--- src/ssl_pkg.sv ---
// Package for the sorted shift list table: record, cell control and action types.
// Used by ssl_cell and sorted_shift_list_table; depends on nothing.
package ssl_pkg;

  localparam int DEPTH_DEF = 16;
  localparam int KEY_W     = 32;
  localparam int PAY_W     = 64;
  localparam int ACT_W     = 3;

  typedef enum logic [ACT_W-1:0] {
    ACT_INS_TAIL = 3'd0,
    ACT_INS_HEAD = 3'd1,
    ACT_INS_ORD  = 3'd2,
    ACT_RM_TAIL  = 3'd3,
    ACT_RM_HEAD  = 3'd4,
    ACT_RM_KEY   = 3'd5,
    ACT_RD_POS   = 3'd6,
    ACT_RD_KEY   = 3'd7
  } act_t;

  typedef struct packed {
    logic signed [KEY_W-1:0] key;
    logic        [PAY_W-1:0] payload;
  } rec_t;

  // cell move: hold, load the incoming record, take from the lower or upper neighbor
  typedef enum logic [1:0] {
    MV_HOLD  = 2'd0,
    MV_NEW   = 2'd1,
    MV_LEFT  = 2'd2,
    MV_RIGHT = 2'd3
  } mv_t;

  typedef struct packed {
    logic cmp_en;
    logic car_load;
    logic sel;
    mv_t  mv;
  } cell_ctl_t;

  typedef struct packed {
    logic less;
    logic eq;
  } flag_t;

endpackage

--- src/ssl_cell.sv ---
// One list cell: holds a record, compares it with the command key and
// passes records and the read carry to its neighbors. Depends on ssl_pkg.
module ssl_cell (
  input  logic              clk,
  input  ssl_pkg::cell_ctl_t ctl,
  input  ssl_pkg::rec_t     cmd_rec,
  input  ssl_pkg::rec_t     left_rec,
  input  ssl_pkg::rec_t     right_rec,
  input  ssl_pkg::rec_t     right_carry,
  output ssl_pkg::rec_t     rec,
  output ssl_pkg::rec_t     carry,
  output ssl_pkg::flag_t    flag
);
  import ssl_pkg::*;

  rec_t  rec_r, rec_nxt;
  rec_t  carry_r, carry_nxt;
  flag_t flag_r, flag_nxt;

  always_comb begin
    case (ctl.mv)
      MV_NEW:   rec_nxt = cmd_rec;
      MV_LEFT:  rec_nxt = left_rec;
      MV_RIGHT: rec_nxt = right_rec;
      default:  rec_nxt = rec_r;
    endcase
  end

  always_comb begin
    flag_nxt = flag_r;
    if (ctl.cmp_en) begin
      flag_nxt.less = rec_r.key < cmd_rec.key;
      flag_nxt.eq   = rec_r.key == cmd_rec.key;
    end
  end

  // on load take the own record if selected, else zero; otherwise shift the carry toward cell 0
  assign carry_nxt = ctl.car_load ? (ctl.sel ? rec_r : '0) : right_carry;

  always_ff @(posedge clk) begin
    rec_r   <= rec_nxt;
    flag_r  <= flag_nxt;
    carry_r <= carry_nxt;
  end

  assign rec   = rec_r;
  assign carry = carry_r;
  assign flag  = flag_r;

endmodule

--- config.mk ---
export PLATFORM = sky130hd
export DESIGN_NAME = ssl_cell
export DESIGN_NICKNAME = d
export VERILOG_FILES = /design/src/ssl_pkg.sv /design/src/ssl_cell.sv
export SDC_FILE = /design/constraint.sdc
export NUM_CORES = 1
export LEC_CHECK = 0
export ABC_CLOCK_PERIOD_IN_PS = 4059
export BUFFER_PORTS_ARGS = -buffer_cell sky130_fd_sc_hd__buf_4
export CORE_AREA = 2 2 226 228
export DETAILED_ROUTE_END_ITERATION = 10
export DIE_AREA = 0 0 228 230
export HOLD_SLACK_MARGIN = 0.05
export MAX_ROUTING_LAYER = met4
export SLEW_MARGIN = 20
export SYNTH_ARGS = -nofsm -noshare
export SYNTH_HDL_FRONTEND = slang
export SYNTH_SLANG_ARGS = --single-unit
--- constraint.sdc ---
create_clock -name clk -period 4.06 [get_ports clk]
set_clock_uncertainty 0.15 [all_clocks]
set_input_delay 0.812 -clock clk [delete_from_list [all_inputs] [get_ports clk]]
set_output_delay 0.812 -clock clk [all_outputs]
set_load 0.02 [all_outputs]
# Word-level counts from Yosys, hierarchy flattened
# Index checks and enable logic that the tools add are counted.
word_totals:
  latchBits: 0
  memories: 0
  ramBits: 0
  romBits: 0
  regBits: 194
  out_inout_bits: 194
op_classes:
  addsub: 0
  muxes: 3
  n_eq_ne: 4
  n_shift: 0
  bitwise_logic: 0
  n_lt_le_gt_ge: 1
  n_div: 0
  reduce_logical: 1
  mul: 0
ops:
  columns: ["operator", "n"]
  rows:
  - ["$pmux W96 S3", 1]
  - ["$mux W96", 2]
  - ["$eq A32 B32 Y1", 1]
  - ["$lt A32 B32 Y1", 1]
  - ["$eq A2 B2 Y1 const B", 2]
  - ["$reduce_bool A3 Y1", 1]
  - ["$eq A2 B1 Y1 const B", 1]

# Logic depth before layout (Yosys ltp)
# Gate-level depths: netlist of the first run.
logic_depth:
  depth_word: 2
  mapped_depth: 7
  ltp_nobuf: 7

# Least setup slack after synthesis of the first run
# OpenSTA, ideal clock, no wires.
synth_timing:
  path_kind: "input -> register"
  from: "input port ctl[0] in the netlist's numbering"
  to: "register rec_r, in the netlist rec[0] (enable)"
  t_arrival_ps: 3678
  t_required_ps: 3449
  cell_stages: 4
  path_slack_ps: -229
  cell_sequence: "clkbuf_1 > buf_2 > buf_2 > or2_1"
synth_via:
  elab_chain_len: 2
synth_lines:
  columns: ["item", "line_no", "source"]
  rows:
  - ["start, declared", "ssl_cell.sv:5", "input ssl_pkg::cell_ctl_t ctl,"]
  - ["$eq A2 B2 Y1 or $eq A2 B1 Y1 (tied branches)", "ssl_cell.sv:21", "case (ctl.mv)"]
  - ["$reduce_bool A3 Y1 (no source line) *", null, null]
  - ["end signal, assigned", "ssl_cell.sv:41", "rec_r <= rec_nxt;"]
  - ["end, declared", "ssl_cell.sv:16", "rec_t rec_r, rec_nxt;"]
# Mark *: on every way between the ends. The rest lies on a longest branch, timed or not.
# A chain may end at the register's enable or synchronous reset.

# Worst setup path after layout of the first run
layout_timing:
  from: "register rec_r, in the netlist rec[94]"
  to: "register flag_r, in the netlist flag[1], data pin"
layout_via:
  elab_chain_len: 1
layout_lines:
  columns: ["item", "line_no", "source"]
  rows:
  - ["$lt A32 B32 Y1", "ssl_cell.sv:32", "flag_nxt.less = rec_r.key < cmd_rec.key;"]
  - ["end signal, assigned", "ssl_cell.sv:42", "flag_r <= flag_nxt;"]
  - ["end, declared", "ssl_cell.sv:18", "flag_t flag_r, flag_nxt;"]
# No other way between the ends.

==> flow_metrics.py, run 1 <==
metrics = {
    "power_and_ir_drop": {
        "seqPwrFrac_pct": 43.3,
        "intPower_uw": 3790,
        "sw_frac_of_total_pct": 32.3,
        "finalPower_uw": 5600,
        "p_switching_uw": 1810,
        "pwr-share-clk_pct": 31.7,
        "combPwrFrac_pct": 25.0,
        "peakVddDrop_mv": 0.255,
        "power.density_nw_per_um2": 381,
        "power_leakage_uw": 0.00717,
    },
    "clocking": {
        "cts_setup_buffers": 0,
        "cts_sinks": 194,
        "ctsHoldBuffers": 0,
        "cts_made_buffers": 17,
        "cts_resized": 0,
        "clock_path_buffers": 2,
        "worstSkewPairLatency_ps": 490,
        "cts_htree_levels": 4,
        "clk_transition_reported_paths_ps": 80,
        "cts_tree": "built",
        "clockRootBuffer": "clkbuf_16",
    },
    "floorplan": {
        "initial_utilization_pct": 18.0,
        "row_count": 82,
        "io_pins": 584,
        "design.die.area_um2": 52400,
        "die_w_um": 228,
        "core_um2": 49900,
        "chipHeight_um": 230,
    },
    "logic_synthesis": {
        "ys.flop_type": "edfxtp_1",
        "synth_cell_types": 35,
        "ys_async_sr_fraction_pct": 0,
        "yosysWarnings": 0,
        "synth_edf_count": 98,
        "synth_nets": 1364,
        "yosysSeqAreaShare_pct": 54.3,
        "syn_inst": 942,
        "netlist_area_um2": 8960,
        "synth_seq_cells": 194,
        "avgSynthCellArea_um2": 9.51,
    },
    "grt": {
        "antenna_found_initial": 6,
        "grt_pass1_wl_um": 56900,
        "grt_pass1_vias": 8815,
        "gr-total-overflow": 0,
        "grtUsageTotal_pct": 15.4,
        "grt_max_degree": 94,
    },
    "place": {
        "dp_hpwl_um": 32700,
        "io_buffers": 583,
        "place_ws_ps": 1250,
        "gp_congestion": 0.966,
    },
    "routing": {
        "initialDrtViolationCount": 455,
        "vias": 8668,
        "drt-total-wl_um": 40400,
        "drtPass1Iterations": 5,
        "ant_nets": 0,
        "post_drt_via_cell_ratio": 3.96,
        "drc": 0,
        "wl_per_cell_um": 18.5,
    },
    "job": {
        "cap_violations": 0,
    },
    "worst_setup_path": {
        "worstPathMaxFanout": 5,
        "crit_type": "reg -> reg",
        "crit_path_end_kind": "register",
        "crit_required_ps": 4220,
        "crit_path_start_kind": "register",
        "cp.arrival_ps": 2520,
    },
    "timing": {
        "whs_ps": 334,
        "setup_viol": 0,
        "period_needed_ps": 2360,
        "finalSetupTns_ps": 0,
        "worst_pin_slew_ps": 841,
        "grt_setup_unrepaired": "no",
        "hold_viol_final": 0,
        "max_slew_margin_pct": 43.9,
        "fin_crit_sh_pct": 58.1,
        "final_max_slew_viol_count": 0,
        "setup_slack_ps": 1700,
        "max_clock_freq_mhz": 424,
    },
    "layout": {
        "syn_to_final_growth_pct": 64.1,
        "multi_input_area_um2": 3380,
        "final-seq-area_um2": 4860,
        "fill_cells": 5333,
        "drive_gt1_share_pct": 41.8,
        "nets": 1923,
        "fin_util_pct": 29.5,
    },
    "outcome": {
        "outcome": "complete, no violations",
    },
    "hold_path": {
        "hp-class": "reg -> reg",
    },
}
[flip-flops by register name, summed over array words and instances, names as in the netlist]
signal	flops
carry	96
rec	96
flag	2
[power groups by stage]
| stage | combinational (uW) | sequential (uW) | clock [uW] |
|---|---|---|---|
| floorplan | 374 | 2670 | 0 |
| global placement | 1400 | 2470 | 0 |
| detailed placement | 1410 | 2470 | 0 |
| CTS | 1410 | 2430 | 1860 |
| global route | 1500 | 2450 | 1910 |
| finish | 1400 | 2430 | 1780 |
[metrics by stage]
| step | std cells | cell area, um2 |
|---|---|---|
| after global routing | 2190 | 14700 |
| after CTS | 2186 | 14700 |
| after detailed placement | 2154 | 14100 |
| after floorplan | 942 | 8960 |
| final | 2190 | 14700 |
| after global placement | 2154 | 14100 |
[cells by family (layout without fill, tap and decap cells)]
family	Yosys count	count (layout)	share of synthesized area [%]
other	0	4	0
flip-flops	194	194	54.3
multiplexers	96	96	10.7
adder cells (fa/ha/maj)	32	32	4.47
buffers and inverters	185	757	7.96
AND/OR/NAND/NOR	219	219	9.97
AO/OA/AOI/OAI	216	216	12.5
[worst max-delay path, cell delays in order, from the launching register on]
cell	delay [ps]
edfxtp_1	530
ha_1	370
nand4_2	160
or4_4	560
o21bai_2	150
nor2_1	70
a221oi_1	200
[final timing paths]
kind	from	endpoint	slack, ps	cells after the start
hold / removal	rec[21]$_DFFE_PP_	carry[21]$_DFF_P_	330	2
hold reg to reg	rec[21]$_DFFE_PP_	carry[21]$_DFF_P_	330	2
setup reg to reg	rec[94]$_DFFE_PP_	flag[1]$_DFFE_PP_	1700	6
setup / recovery	rec[94]$_DFFE_PP_	flag[1]$_DFFE_PP_	1700	6
[synth_stat cells (2+ instances only)]
| cell | count | area, um2 |
|---|---|---|
| buf_2 | 15 | 75.1 |
| nand3_1 | 5 | 25.0 |
| a21oi_1 | 107 | 536 |
| o21ai_1 | 96 | 480 |
| nor4_1 | 2 | 12.5 |
| nand2_1 | 101 | 379 |
| o21a_1 | 2 | 15.0 |
| a221oi_1 | 2 | 17.5 |
| ha_1 | 32 | 400 |
| inv_1 | 131 | 492 |
| mux2i_1 | 96 | 961 |
| nor2_1 | 98 | 368 |
| nand4_1 | 4 | 25.0 |
| buf_1 | 4 | 15.0 |
| edfxtp_1 | 98 | 2940 |
| dfxtp_1 | 96 | 1920 |
| clkbuf_1 | 34 | 128 |
| o21ai_0 | 2 | 10.0 |
[layer usage]
layer,up-vias,share of wire [%],track usage (%)
met4,0,2.5,5.74
met2,345,48,24.2
li1,4294,-,-
met5,-,0,-
met3,47,6.6,4.45
met1,3982,43,18.8
[placed cells by master, fill, tap and decap left out, drive strengths merged, types with 2 or more instances in the layout]
master	n
a211oi	2
nand3	5
mux2i	96
o21ai	98
a221oi	2
clkbuf	17
nor2	98
nand4	6
dfxtp	96
inv	142
clkinv	5
o21a	2
diode	4
edfxtp	98
nor4	2
nand2	101
buf	593
a21oi	107
ha	32
[final cells by class]
type,count,area share [%]
Timing Repair Buffer,593,30.6
Sequential cell,194,33.1
Multi-Input combinational cell,563,23.0
Antenna cell,4,0.0681
Clock buffer,17,2.89
Clock inverter,15,1.22
Inverter,132,3.37
Tap cell,672,5.72
No activity file was read; power rests on OpenSTA's default activity.
==> run 2: changes to the inputs <==
Settings changed: ABC_CLOCK_PERIOD_IN_PS 4059 to 2290, CORE_AREA 2 2 226 228 to 2 2 230 232, DIE_AREA 0 0 228 230 to 0 0 232 234.
Clock period 4.06 ns to 2.29 ns, I/O delays scaled along.
==> run 2 against run 1 <==
Die area rose by 3.5%. Combinational power grew 96%. Design area up 8.1%. Total power is 79% higher. Clock-buffer cell count is 3 higher. Register-to-register slack got worse by 1600 ps. First-iteration DRC count rose by 0.44%.
==> flow_metrics.py, run 2 (synthesis results as in run 1) <==
metrics = {
    "timing": {
        "whs_ps": 105,
        "worst_pin_slew_ps": 598,
        "fin_crit_sh_pct": 97.3,
        "max_clock_freq_mhz": 449,
        "setup_viol": 0,
        "period_needed_ps": 2230,
        "final_max_slew_viol_count": 0,
        "hold_viol_final": 0,
        "max_slew_margin_pct": 59.7,
    },
    "floorplan": {
        "design.die.area_um2": 54300,
        "initial_utilization_pct": 17.2,
        "chipHeight_um": 234,
        "core_um2": 52000,
        "row_count": 84,
        "die_w_um": 232,
        "io_pins": 584,
    },
    "routing": {
        "wl_per_cell_um": 16.9,
        "drtPass1Iterations": 5,
        "initialDrtViolationCount": 457,
        "drt-total-wl_um": 39200,
        "vias": 9219,
        "post_drt_via_cell_ratio": 3.97,
        "ant_nets": 0,
        "drc": 0,
    },
    "worst_setup_path": {
        "crit_required_ps": 2450,
        "slowest_delay_ps": 410,
        "r2r_cells": 6,
        "crit_family": "compound AO/OA/AOI/OAI gates",
        "worst-path-buf-inv": 0,
        "crit_type": "reg -> reg",
        "crit_path_end_kind": "register",
        "cp_num_cells": 6,
        "worstPathMaxFanout": 2,
        "worstPathCellList": "ha_1 > a21o_1 > a221o_1 > a221oi_2 > o211ai_1 > a221oi_1",
        "worst_path_max_delay_cell": "edfxtp_1",
        "cp.arrival_ps": 2390,
        "crit_path_start_kind": "register",
    },
    "place": {
        "dp_hpwl_um": 31100,
        "gp_congestion": 0.915,
        "placed_cell_area_um2": 14400,
        "io_buffers": 583,
    },
    "clocking": {
        "clockRootBuffer": "clkbuf_16",
        "cts_htree_levels": 4,
        "cts_made_buffers": 17,
        "cts_setup_buffers": 0,
        "clk_transition_reported_paths_ps": 70,
        "clock_path_buffers": 2,
        "worstSkewPairLatency_ps": 490,
        "cts_tree": "built",
        "cts_sinks": 194,
    },
    "layout": {
        "final_common_cell": "buf_4",
        "fill_cells": 5440,
        "antennaDiodeCount": 0,
        "final_cell_mix": "buf_4 (612), inv_1 (131), a21oi_1 (107)",
        "nets": 2045,
        "drive_gt1_share_pct": 40.5,
        "stdcell_area_um2": 15900,
        "syn_to_final_growth_pct": 77.4,
    },
    "power_and_ir_drop": {
        "power.density_nw_per_um2": 629,
        "power_leakage_uw": 0.00771,
        "peakVddDrop_mv": 0.544,
        "finalPower_uw": 10000,
    },
    "grt": {
        "grt_max_degree": 107,
        "antenna_found_initial": 2,
        "grtUsageTotal_pct": 14.2,
        "gr-total-overflow": 0,
        "grt_pass1_vias": 9050,
        "grt_pass1_wl_um": 54700,
    },
    "hold_path": {
        "hp-class": "in -> reg",
        "holdPathStages": 3,
    },
    "outcome": {
        "outcome": "complete, no violations",
    },
    "job": {
        "cap_violations": 0,
    },
}
## run 2: layout make-up
| type | instances | area (um2) | area share (%) |
|---|---|---|---|
| inverter | 132 | 495 | 3.12 |
| sequential | 194 | 4860 | 30.6 |
| tap | 688 | 861 | 5.42 |
| multi-input combinational | 563 | 3390 | 21.3 |
| timing repair buffer | 715 | 5720 | 36.0 |
| clock inverter | 12 | 95.1 | 0.598 |
| clock buffer | 20 | 468 | 2.94 |
## run 2: worst register-to-register path: cells and delay by family (launching register included)
kind	cells	cell delay [ps]
adder cells (fa/ha/maj)	1	310
AO/OA/AOI/OAI	5	1180
flip-flops	1	410
## run 2: layer usage
layer / vias to the layer above / global-route usage (%) / part of all wire [%]
li1: 4527 / - / -
met1: 4295 / 17.4 / 43
met2: 342 / 22.2 / 48
met3: 55 / 3.49 / 5.9
met4: 0 / 6.25 / 2.7
met5: - / - / 0
## run 2: worst paths after layout
kind / startpoint / to / slack, ps
worst min-delay path: right_carry[0] / carry[0]$_DFF_P_ / 100
worst max-delay path: rec[70]$_DFFE_PP_ / flag[1]$_DFFE_PP_ / 60
worst max register to register: rec[70]$_DFFE_PP_ / flag[1]$_DFFE_PP_ / 60
worst min register to register: rec[63]$_DFFE_PP_ / carry[63]$_DFF_P_ / 320
## run 2: metrics by stage
| stage | setup TNS (ps) | setup slack (ps) | util, % | instances |
|---|---|---|---|---|
| floorplan | 0 | 3.07 | - | 942 |
| global placement | -155 | -155 | 27.7 | 2200 |
| detailed placement | -157 | -157 | 27.7 | 2200 |
| CTS | 0 | 5.46 | 30.5 | 2324 |
| global route | -11.4 | -11.4 | 30.5 | 2324 |
| finish | 0 | 62.5 | 30.5 | 2324 |
## run 2: timing repair
| action | in CTS | in global routing |
|---|---|---|
| endpoints found under the hold margin | 93 | 0 |
| gates resized for setup | 0 | 1 |
| endpoints found under the setup margin | 0 | 1 |
| hold buffers | 92 | 0 |
## run 2: power by group
part	total (uW)	internal (uW)	switching [uW]
sequential	4280	4050	229
clock	2990	1500	1480
combinational	2740	1350	1390
total	10000	6900	3100
==> run 3: changes to the inputs <==
Settings changed: ABC_AREA from default to 1, CORE_AREA 2 2 230 232 to 2 2 225 227, CTS_BUF_LIST from default to sky130_fd_sc_hd__clkbuf_8, DIE_AREA 0 0 232 234 to 0 0 227 229, PLACE_DENSITY from default to 0.38.
==> run 3 against run 2 <==
Combinational power increased by 9.5%. First-iteration DRC count grew 5.5%. Worst hold slack improved by 9.8 ps. Design area increased by 9.6%. Total power fell by 3.0%. Critical path depth increased by 5.
==> flow_metrics.py, run 3 <==
metrics = {
    "routing": {
        "post_drt_via_cell_ratio": 4.14,
        "drt-total-wl_um": 46300,
        "wl_per_cell_um": 18.0,
        "drc": 0,
        "vias": 10700,
        "drtPass1Iterations": 5,
        "initialDrtViolationCount": 482,
        "ant_nets": 0,
    },
    "logic_synthesis": {
        "synth_cell_types": 21,
        "avgSynthCellArea_um2": 8.60,
        "synthTopCellsByArea": "edfxtp_1 (32%), dfxtp_1 (21%), nand3_1 (14%)",
        "synth_nets": 1481,
        "yosys.cell_count.top_type": "nand3_1",
        "yosysWarnings": 0,
        "yosysSeqAreaShare_pct": 53.4,
        "synth_commonest_cells": "nand3_1 (261), nand2_1 (199), inv_1 (139)",
        "synth_seq_cells": 194,
        "syn_inst": 1059,
        "ys_async_sr_fraction_pct": 0,
        "synth_top_area_share_pct": 32.3,
        "netlist_area_um2": 9110,
        "ys.flop_type": "edfxtp_1",
        "synth_top_cell_by_area": "edfxtp_1",
        "synth_edf_count": 98,
    },
    "power_and_ir_drop": {
        "peakVddDrop_mv": 0.341,
        "power_leakage_uw": 0.00830,
        "seqPwrFrac_pct": 44.1,
        "finalPower_uw": 9700,
        "sw_frac_of_total_pct": 32.0,
        "combPwrFrac_pct": 30.9,
        "intPower_uw": 6590,
        "p_switching_uw": 3110,
        "pwr-share-clk_pct": 25.0,
        "power.density_nw_per_um2": 557,
    },
    "hold_path": {
        "hp-class": "in -> reg",
    },
    "worst_setup_path": {
        "ff2ff_setup_slack_ps": 350,
        "cp.arrival_ps": 2120,
        "crit_path_start_kind": "register",
        "crit_path_end_kind": "register",
        "worstPathMaxFanout": 3,
        "crit_required_ps": 2470,
        "crit_type": "reg -> reg",
    },
    "grt": {
        "grt_pass1_vias": 11000,
        "grt_max_degree": 71,
        "antenna_found_initial": 2,
        "grtUsageTotal_pct": 18.1,
        "grt_pass1_wl_um": 67200,
        "gr-total-overflow": 0,
    },
    "timing": {
        "final_max_slew_viol_count": 0,
        "fin_crit_sh_pct": 84.8,
        "grt_setup_unrepaired": "no",
        "period_needed_ps": 1940,
        "max_slew_margin_pct": 57.4,
        "setup_viol": 0,
        "finalSetupTns_ps": 0,
        "hold_viol_final": 0,
        "max_clock_freq_mhz": 515,
        "worst_pin_slew_ps": 639,
    },
    "floorplan": {
        "io_pins": 584,
        "initial_utilization_pct": 18.3,
        "chipHeight_um": 229,
        "die_w_um": 227,
        "row_count": 82,
        "core_um2": 49700,
        "design.die.area_um2": 52000,
    },
    "clocking": {
        "cts_resized": 0,
        "clk_transition_reported_paths_ps": 110,
        "worstSkewPairLatency_ps": 560,
        "cts_tree": "built",
        "cts_htree_levels": 4,
        "clock_path_buffers": 2,
        "cts_setup_buffers": 0,
        "cts_made_buffers": 17,
        "clockRootBuffer": "clkbuf_8",
        "cts_sinks": 194,
    },
    "outcome": {
        "outcome": "complete, no violations",
    },
    "layout": {
        "syn_to_final_growth_pct": 91.3,
        "nets": 2311,
        "fill_cells": 5271,
        "final_common_cell": "buf_4",
        "drive_gt1_share_pct": 33.5,
        "final_cell_mix": "buf_4 (595), dlygate4sd3_1 (279), nand3_1 (261)",
        "antennaDiodeCount": 0,
    },
    "place": {
        "dp_hpwl_um": 34500,
        "gp_congestion": 0.887,
        "io_buffers": 583,
    },
    "job": {
        "cap_violations": 0,
    },
}
## run 3: worst max-delay path, cell delays in order (launching register included)
cell,delay [ps]
edfxtp_1,480
ha_1,340
a21oi_1,180
nand2_1,70
nand2_1,50
nand2_1,80
nand2_1,70
nand2_1,60
nand2_1,80
nand2_1,50
nand2_1,50
nand2_1,50
## run 3: cells by family (layout without fill, tap and decap cells)
group                      after synthesis  in the layout  share of synthesized area (%)
AOI/OAI and AO/OA                      143            143                           8.77
adders and majority gates               32             32                           4.40
buffers and inverters                  214           1057                           9.99
and+or+nand+nor                        476            476                           23.4
DFF                                    194            194                           53.4
## run 3: layer usage
metal	vias up	GRT usage [%]	share of wire [%]
met2	351	31.2	51
li1	5212	-	-
met3	42	4.59	6.1
met4	0	4.80	1.7
met5	-	-	0
met1	5047	20.7	41
## run 3: timing repair
item	4_1_cts	5_1_grt
endpoints found under the setup margin	0	0
hold endpoints to repair	186	0
hold buffers	279	0
## run 3: power by group through the flow
stage | logic (uW) | clock network, uW | registers (uW)
6_report | 3000 | 2420 | 4270
3_3_place_gp | 2570 | 0 | 4350
3_5_place_dp | 2560 | 0 | 4360
4_1_cts | 3040 | 2560 | 4280
5_1_grt | 3240 | 2670 | 4320
2_1_floorplan | 642 | 0 | 4750
## run 3: through the flow
step                utilization, %  instance area (um2)  hold WS (ps)  cells  setup slack (ps)
floorplan                        -                 9110           420   1059               249
global route                  35.1                17400          74.5   2574               167
global placement              28.7                14200           339   2263               187
CTS                           35.1                17400          50.7   2574               283
detailed placement            28.7                14200           347   2263               208
finish                        35.1                17400           115   2574               348
## run 3: cell type report
class,count,area (um2),area share (%)
Clock buffer,18,248,1.42
Clock inverter,14,140,0.804
Inverter,140,526,3.02
Multi-Input combinational cell,651,3330,19.1
Sequential cell,194,4860,27.9
Tap cell,672,841,4.83
Timing Repair Buffer,885,7470,42.9
## run 3: worst paths after layout
check                          from                 to  depth (start not counted)
hold / removal      right_carry[85]  carry[85]$_DFF_P_                          3
hold reg to reg   rec[40]$_DFFE_PP_  carry[40]$_DFF_P_                          2
setup reg to reg  rec[67]$_DFFE_PP_  flag[1]$_DFFE_PP_                         11
setup / recovery  rec[67]$_DFFE_PP_  flag[1]$_DFFE_PP_                         11
